===== config.mk =====
export PLATFORM = sky130hd
export DESIGN_NAME = rise_exec
export DESIGN_NICKNAME = d
export VERILOG_FILES = /design/src/hdl/rise_pkg.sv /design/src/hdl/rise_exec.sv
export SDC_FILE = /design/constraint.sdc
export NUM_CORES = 1
export LEC_CHECK = 0
export BUFFER_PORTS_ARGS = -buffer_cell sky130_fd_sc_hd__buf_2
export CAP_MARGIN = 40
export CORE_MARGIN = 2
export CORE_UTILIZATION = 40
export DETAILED_ROUTE_END_ITERATION = 7
export PLACE_DENSITY_LB_ADDON = 0.2
export RECOVER_POWER = 50
export SYNTH_ARGS = -nofsm -noshare
export SYNTH_HDL_FRONTEND = slang
export SYNTH_SLANG_ARGS = --single-unit

===== constraint.sdc =====
create_clock -name vclk -period 3.9
set_input_delay 0.585 -clock vclk [all_inputs]
set_output_delay 0.585 -clock vclk [all_outputs]
set_load 0.1 [all_outputs]

===== src/hdl/rise_pkg.sv =====
`timescale 1ns / 1ps
package rise_pkg;

  // Data store depth in words (power of two) and program counter width
  localparam int unsigned DMEM_DEPTH = 1024;
  localparam int unsigned DMEM_AW    = $clog2(DMEM_DEPTH);
  localparam int unsigned PC_WIDTH   = 16;

  localparam int unsigned NUM_REGS   = 32;
  localparam int unsigned REG_AW     = $clog2(NUM_REGS);
  localparam int unsigned XLEN       = 32;

  // Primary opcodes
  localparam logic [5:0] OP_RTYPE = 6'h00;
  localparam logic [5:0] OP_J     = 6'h02;
  localparam logic [5:0] OP_BEQ   = 6'h04;
  localparam logic [5:0] OP_BNE   = 6'h05;
  localparam logic [5:0] OP_ADDI  = 6'h08;
  localparam logic [5:0] OP_SLTI  = 6'h0A;
  localparam logic [5:0] OP_ANDI  = 6'h0C;
  localparam logic [5:0] OP_ORI   = 6'h0D;
  localparam logic [5:0] OP_LW    = 6'h23;
  localparam logic [5:0] OP_SW    = 6'h2B;

  // R-type function codes
  localparam logic [5:0] FN_ADD = 6'h20;
  localparam logic [5:0] FN_SUB = 6'h22;
  localparam logic [5:0] FN_AND = 6'h24;
  localparam logic [5:0] FN_OR  = 6'h25;
  localparam logic [5:0] FN_SLT = 6'h2A;

  // Outcome of one executed instruction
  typedef struct packed {
    logic [PC_WIDTH-1:0] npc;
    logic                taken;
    logic                wr;
    logic [REG_AW-1:0]   widx;
    logic [XLEN-1:0]     wval;
    logic                load;
    logic                st;
    logic [DMEM_AW-1:0]  midx;
    logic [XLEN-1:0]     sval;
    logic                ill;
  } exec_res_t;

endpackage


===== src/hdl/rise_exec.sv =====
`timescale 1ns / 1ps
module rise_exec (
  input  logic [31:0]                 instr_i,
  input  logic [rise_pkg::PC_WIDTH-1:0] pc_i,
  input  logic [rise_pkg::XLEN-1:0]     op_a_i,
  input  logic [rise_pkg::XLEN-1:0]     op_b_i,
  output rise_pkg::exec_res_t          res_o
);
  import rise_pkg::*;

  logic [5:0]          opcode, funct;
  logic [REG_AW-1:0]   rt, rd;
  logic [XLEN-1:0]     imm_s, imm_z, addr_sum, seq_w;
  logic [PC_WIDTH-1:0] seq;
  exec_res_t           r;

  assign opcode   = instr_i[31:26];
  assign funct    = instr_i[5:0];
  assign rt       = instr_i[20:16];
  assign rd       = instr_i[15:11];
  assign imm_s    = {{16{instr_i[15]}}, instr_i[15:0]};
  assign imm_z    = {16'h0000, instr_i[15:0]};
  assign seq      = pc_i + PC_WIDTH'(1);
  assign seq_w    = XLEN'(seq);
  assign addr_sum = op_a_i + imm_s;

  // Decode and execute
  always_comb begin
    r       = '0;
    r.npc   = seq;
    unique case (opcode)
      OP_RTYPE: begin
        r.wr   = 1'b1;
        r.widx = rd;
        unique case (funct)
          FN_ADD: r.wval = op_a_i + op_b_i;
          FN_SUB: r.wval = op_a_i - op_b_i;
          FN_AND: r.wval = op_a_i & op_b_i;
          FN_OR:  r.wval = op_a_i | op_b_i;
          FN_SLT: r.wval = XLEN'($signed(op_a_i) < $signed(op_b_i));
          default: begin
            r.wr  = 1'b0;
            r.ill = 1'b1;
          end
        endcase
      end
      OP_ADDI: begin
        r.wr = 1'b1; r.widx = rt; r.wval = addr_sum;
      end
      OP_SLTI: begin
        r.wr = 1'b1; r.widx = rt; r.wval = XLEN'($signed(op_a_i) < $signed(imm_s));
      end
      OP_ANDI: begin
        r.wr = 1'b1; r.widx = rt; r.wval = op_a_i & imm_z;
      end
      OP_ORI: begin
        r.wr = 1'b1; r.widx = rt; r.wval = op_a_i | imm_z;
      end
      OP_LW: begin
        r.wr = 1'b1; r.widx = rt; r.load = 1'b1;
        r.midx = addr_sum[DMEM_AW-1:0];
      end
      OP_SW: begin
        r.st = 1'b1; r.sval = op_b_i;
        r.midx = addr_sum[DMEM_AW-1:0];
      end
      OP_BEQ, OP_BNE: begin
        if ((opcode == OP_BEQ) == (op_a_i == op_b_i)) begin
          r.taken = 1'b1;
          r.npc   = PC_WIDTH'(seq_w + imm_s);
        end
      end
      OP_J: begin
        r.taken = 1'b1;
        r.npc   = PC_WIDTH'({seq_w[31:26], instr_i[25:0]});
      end
      default: r.ill = 1'b1;
    endcase
    // Drop writes to r0
    if (!r.wr || r.widx == '0) begin
      r.wr   = 1'b0;
      r.widx = '0;
      r.wval = '0;
      r.load = 1'b0;
    end
    res_o = r;
  end

endmodule


==> key figures, run 1 <==
Routing
  – Vias per inst: 5.75
  – Drt drc: 0
  – Via count: 13500
  – Drt first-iter violations: 933
  – WL final: 48.6 mm
  – Final antenna-violating net count: 0
  – Routed WL per cell: between 20 and 25 um
  – Total iterations of the first detailed-routing run: 7

Global routing
  – Number of global-route vias before repair: ~14000
  – Initial antenna violation count: 1
  – Largest net degree at the start of global routing: 42
  – GR Overflow Total: 0
  – First-pass GRT wire length: about 73 mm
  – Total track usage: 37.4%

Layout
  – Clock buf count: 0
  – Fin util: 74.9%
  – Syn-to-layout area delta: 85.5%
  – FF+latch area: 0 sq um
  – Fin area: 0.0174 sq mm
  – Layout Nets: 2337
  – Seq cells: 0
  – Non-filler instance count after layout: between 2000 and 2500
  – Share of layout cells above drive strength 1: 46.8%

Synthesis
  – Cell area after synthesis: 0.00939 sq mm
  – Most frequent cell after synthesis: ha_1
  – Synth top area cells: ha_1 25%, a21oi_1 7.5%, nor2_1 6.3%
  – Yosys warns: 0
  – Share of the synthesized area in the top cell type: 25.5%
  – Synth top cells by count: 191 x ha_1, 158 x nor2_1, 143 x inv_1, 141 x a21oi_1, 88 x o21ai_0
  – Largest area contributor in the netlist: ha_1
  – Register area share after synthesis: 0%
  – Gate Count Post-Synth: 1418
  – Syn_nets: 1725
  – Distinct cells, synth: 82
  – Mean Syn Cell Area: 6.62 sq um

Clock tree
  – Hold_buf cts: 0

Run status
  – Failing checks: negative setup slack
  – Status: complete, but fails checks

Timing
  – Setup WS post-layout: -0.483 ns
  – Total negative slack: -7.39 ns
  – Max Slew Vio Count: 0
  – Min Hold Slack: 1.58 ns
  – Max Clk Rate: 0.228 GHz
  – Final Hold Vio Count: 0
  – Slew @ Worst Pin: 1.20 ns
  – Final worst path period need: 4.38 ns
  – RSZ-0062 raised after global routing: yes
  – Setup-failing EPs final: 36
  – Slew HR: 20.2%
  – Period utilization: 112%

Place
  – Placed cell count: 2298
  – HPWL after DPL: 37.5 mm
  – Post-DP Area: 0.0155 sq mm
  – Final GP Congestion: 1.02
  – Buffers added on ports: 207

Worst setup path
  – Req. time, crit path: 3.31 ns
  – Crit end category: primary output
  – Kind of critical path: input port to primary output
  – Critical path peak fanout: 2
  – Nature of the critical path startpoint: input port
  – Crit path arrival time: 3.80 ns

Floorplan
  – Die area: 0.0247 sq mm
  – Num ports: 212
  – Die X: 157 um
  – Row count: 56
  – Die Y-Extent: 157 um
  – Initial core utilization: between 40% and 50%
  – Core area: around 0.023 sq mm

Power and ir drop
  – Peak VDD IR: 151 uV
  – Leakage power: 7.78 nW
  – PwrDens: 139 mW/mm^2

Flow run
  – Number of max-cap violations: 0

Min path
  – Hold Crit Class: input port to primary output
[power by group]
part	internal [mW]	total (mW)	switching, mW
logic	1.10	2.41	1.31
registers	0	0	0
clock network	0.0000000345	0.0000000345	0
[cells by family (layout without fill, tap and decap cells)]
| kind of cell | after synthesis | after routing | share of synthesized area [%] |
|---|---|---|---|
| mux | 10 | 10 | 1.08 |
| buf+inv | 217 | 827 | 8.96 |
| compound gates | 473 | 473 | 33.4 |
| xor+xnor | 81 | 81 | 7.56 |
| other cells | 0 | 1 | 0 |
| fa+ha+maj | 195 | 195 | 26.3 |
| simple gates | 442 | 442 | 22.7 |
[cell usage in the layout (no fill, tap or decap), types with 14 or more instances in the layout]
cell type,instances
buf_4,444
ha_1,149
nor2_1,134
a21oi_1,110
inv_1,106
buf_2,85
nand2_1,83
buf_12,78
o21ai_0,56
xnor2_1,49
nor4_1,42
buf_6,34
ha_4,31
clkbuf_1,31
nand3_1,27
o21bai_1,25
nor3_1,24
a21oi_2,21
xor2_1,19
a21o_1,19
inv_2,18
o21ai_1,18
nor2_4,17
nand4_1,15
nand2b_1,14
o21ai_2,14
[worst paths after layout]
kind / from / endpoint / cells after the start
min: instr_i[18] / res_o[79] / 4
max: pc_i[1] / res_o[99] / 15
[layer usage]
layer | vias to the layer above | share of wire (%) | GRT usage, %
met5 | - | 0 | 0
met4 | 0 | 7.7 | 24.3
met3 | 161 | 6.5 | 4.76
met2 | 632 | 48 | 64.8
met1 | 6350 | 38 | 43.3
li1 | 6348 | - | -
[area by class of cell]
cell class | instances | area, sq um
multi-input combinational | 1201 | 10400
timing repair buffer | 684 | 6020
fill | 1804 | 5850
inverter | 143 | 614
tap | 319 | 399
antenna | 1 | 2.50
[metrics by stage]
step	total power, mW	setup slack (ns)
floorplan	1.15	-0.884
global placement	2.02	-0.551
detailed placement	2.04	-0.620
CTS	2.25	-0.392
global route	2.57	-0.629
finish	2.41	-0.483
[repair_timing]
item	in CTS	in global routing
gates cloned	2	1
pin swaps	132	129
gates resized for setup	225	121
setup endpoints to repair	49	48
buffers inserted	35	24
[worst max-delay path, cell delays in order]
cell and delay (ns):
buf_2 0.12, ha_4 0.17, xor2_2 0.16, ha_1 0.32, a21o_1 0.22, a2111oi_4 0.36
o31ai_2 0.13, o41ai_2 0.30, o21a_1 0.20, nor2_1 0.06, a211oi_2 0.22, mux2i_1 0.22
o211ai_1 0.13, a221o_4 0.41, buf_12 0.17
(Power assumes the default switching activity.)
==> run 2: changes to the inputs <==
--- a/config.mk
+++ b/config.mk
@@ -5,6 +5,7 @@
 export SDC_FILE = /design/constraint.sdc
 export NUM_CORES = 1
 export LEC_CHECK = 0
+export ABC_AREA = 1
 export BUFFER_PORTS_ARGS = -buffer_cell sky130_fd_sc_hd__buf_2
 export CAP_MARGIN = 40
 export CORE_MARGIN = 2
==> key figures, run 2 <==
Worst setup path
  – CP max-delay cell: ha_1
  – Kind of critical path: input port to primary output
  – Req. time, crit path: 3.31 ns (about the same)
  – Worst path most repeated cell: nand2_2
  – Worst Setup SP: pc_i[0]
  – Crit-path cells: buf_2, buf_6, inv_2, nor3_4, nand4_1, inv_1, nand2_2, nor2_4, xor2_2, ha_1, nand2_2, o21ai_1, a21oi_2, nand2_1, nand2_2, nand2_1, o21bai_1, nand3_1, o211ai_1, clkbuf_16
  – Crit end category: primary output
  – Critical path peak fanout: 3 (+1)
  – Crit path arrival time: 3.24 ns (-0.56 ns)
  – CP Depth: 20 (+5)
  – CP delay by family, top: simple AND/OR/NAND/NOR gates
  – Worst path bufs/invs: 5 (+3)
  – Nature of the critical path startpoint: input port
  – CP peak stage delay: 0.29 ns (-0.12 ns)

Floorplan
  – Num ports: 212 (unchanged)
  – Row count: 64 (+14%)
  – Initial core utilization: 40.7% (+0.37 points)
  – Core area: 0.0307 sq mm (+32%)
  – Die Y-Extent: 181 um (+15%)
  – Die area: 0.0327 sq mm (+32%)
  – Die X: 181 um (+15%)

Synthesis
  – Cell area after synthesis: 0.0125 sq mm (+33%)
  – Distinct cells, synth: 57 (-30%)
  – Share of the synthesized area in the top cell type: 21.4% (-4.1 points)
  – Syn_nets: 2715 (+57%)
  – Mean Syn Cell Area: 5.20 sq um (-21%)
  – Most frequent cell after synthesis: nand2_1
  – Largest area contributor in the netlist: nand2_1
  – Register area share after synthesis: 0% (unchanged)
  – Synth top area cells: nand2_1 21%, ha_1 19%, inv_1 15%
  – Gate Count Post-Synth: 2408 (+70%)
  – Yosys warns: 0 (unchanged)
  – Synth top cells by count: 714 x nand2_1, 500 x inv_1, 241 x nor2_1, 191 x ha_1, 179 x nand3_1

Layout
  – Seq cells: 0 (unchanged)
  – FF+latch area: 0 sq um (unchanged)
  – Most frequent cells in the layout: 706 x nand2_1, 492 x inv_1, 234 x nor2_1
  – Fill cells: 3340 (+85%)
  – Share of layout cells above drive strength 1: 16.0% (-31 points)
  – Clock buf count: 0 (unchanged)
  – Non-filler instance count after layout: 3058 (+30%)
  – Fin area: 0.0156 sq mm (-11%)
  – Ant diodes: 0 (-1)
  – Commonest non-fill, non-tap cell in the layout: nand2_1
  – Syn-to-layout area delta: 24.4%
  – Layout Nets: 2971 (+27%)

Min path
  – WHS Path Cells: 4 (unchanged)
  – Worst Hold End: res_o[98]
  – Hold Crit Class: input port to primary output
  – HP Start: instr_i[14]

Power and ir drop
  – Leakage power: 8.92 nW (+15%)
  – PwrDens: 126 mW/mm^2 (-9.5%)
  – Peak VDD IR: 91.1 uV (-40%)

Global routing
  – Number of global-route vias before repair: 15300 (+13%)
  – Total track usage: 32.3% (-5.1 points)
  – GR Overflow Total: 0 (unchanged)
  – Initial antenna violation count: 0 (-1)
  – Largest net degree at the start of global routing: 33 (-21%)
  – First-pass GRT wire length: 83.4 mm (+15%)

Timing
  – Final worst path period need: 3.83 ns (-0.556 ns)
  – Slew HR: 21.5% (+1.3 points)
  – RSZ-0062 raised after global routing: yes
  – Max Clk Rate: 0.261 GHz (+15%)
  – Setup WS post-layout: 0.0729 ns (+0.556 ns)
  – Setup-failing EPs final: 0 (-100%)
  – Total negative slack: 0 ns (+7.39 ns)
  – Min Hold Slack: 1.70 ns (+0.123 ns)
  – Slew @ Worst Pin: 1.18 ns (-0.0202 ns)
  – Max Slew Vio Count: 0 (unchanged)
  – Final Hold Vio Count: 0 (unchanged)
  – Period utilization: 98.1% (-14 points)

Run status
  – Status: finished clean

Routing
  – Total iterations of the first detailed-routing run: 6 (-1)
  – Routed WL per cell: 18.0 um (-13%)
  – Via count: 16300 (+21%)
  – Drt first-iter violations: 1320 (+41%)
  – Final antenna-violating net count: 0 (unchanged)
  – Vias per inst: 5.33 (-7.3%)
  – Drt drc: 0 (unchanged)
  – WL final: 55.1 mm (+13%)

Flow run
  – Number of max-cap violations: 0 (unchanged)

Place
  – Post-DP Area: 0.0154 sq mm (-0.79%)
  – Dpl ws: -0.0594 ns (+0.560 ns)
  – HPWL after DPL: 47.9 mm (+28%)
  – Buffers added on ports: 207 (unchanged)
  – Final GP Congestion: 1.06 (+3.4%)
  – Placed cell count: 3053 (+33%)

Clock tree
  – Hold_buf cts: 0 (unchanged)
==> run 2: changes by cell type in the layout (fill, tap and decap cells not counted), moves of 25 or more <==
cell,before,now
a21oi_1,110,140
xnor2_1,49,3
nand2_1,83,706
buf_6,34,1
nor4_1,42,4
buf_2,85,110
buf_12,78,53
buf_4,444,97
nand3_1,27,172
nor2_1,134,234
ha_1,149,176
inv_1,106,492
==> run 2: area by class of cell <==
type / instances / area [sq um] / area share (%)
timing repair buffer: 308 / 2580 / 16.6
inverter: 511 / 1920 / 12.3
tap: 396 / 495 / 3.18
multi-input combinational: 1843 / 10600 / 67.9
==> run 2: through the flow <==
step / util (%) / total power, mW
after floorplan: - / 1.24
after global placement: 50.0 / 1.86
after detailed placement: 50.0 / 1.87
final: 50.7 / 1.96
after CTS: 50.0 / 1.88
after global routing: 50.7 / 2.14
==> run 2: how the worst max path moves through the flow <==
stage	endpoint	slack, ns
6_report	res_o[99]	0.07
5_1_grt	res_o[99]	-0.10
4_1_cts	res_o[98]	0.01
3_5_place_dp	res_o[97]	-0.06
3_3_place_gp	res_o[97]	-0.04
2_1_floorplan	res_o[37]	-0.46
==> run 2: repair_timing <==
| action | 4_1_cts | 5_1_grt |
|---|---|---|
| resized for setup | 2 | 64 |
| setup buffers | 0 | 5 |
| pin swaps | 0 | 21 |
| setup endpoints to repair | 4 | 25 |
==> run 2: power by group <==
part / internal (mW) / leakage [nW] / switching [mW]
sequential: 0 / 0 / 0
combinational: 0.637 / 8.92 / 1.32
clock: 0 / 0 / 0
==> run 2: layer usage <==
| layer | global-route usage [%] | wire length, um | vias to the layer above |
|---|---|---|---|
| met5 | 0 | 0 | - |
| met4 | 9.50 | 2080 | 0 |
| met3 | 2.32 | 3690 | 93 |
| met2 | 55.6 | 25100 | 602 |
| met1 | 43.2 | 24300 | 7529 |
| li1 | - | - | 8064 |
==> run 2: kinds of logic (layout without fill, tap and decap cells) <==
logic type	after synthesis	in the layout	share of synthesized area [%]
simple gates	1263	1263	43.4
buf+inv	565	819	18.2
compound gates	359	359	16.8
fa+ha+maj	195	195	19.7
xor+xnor	26	26	1.88
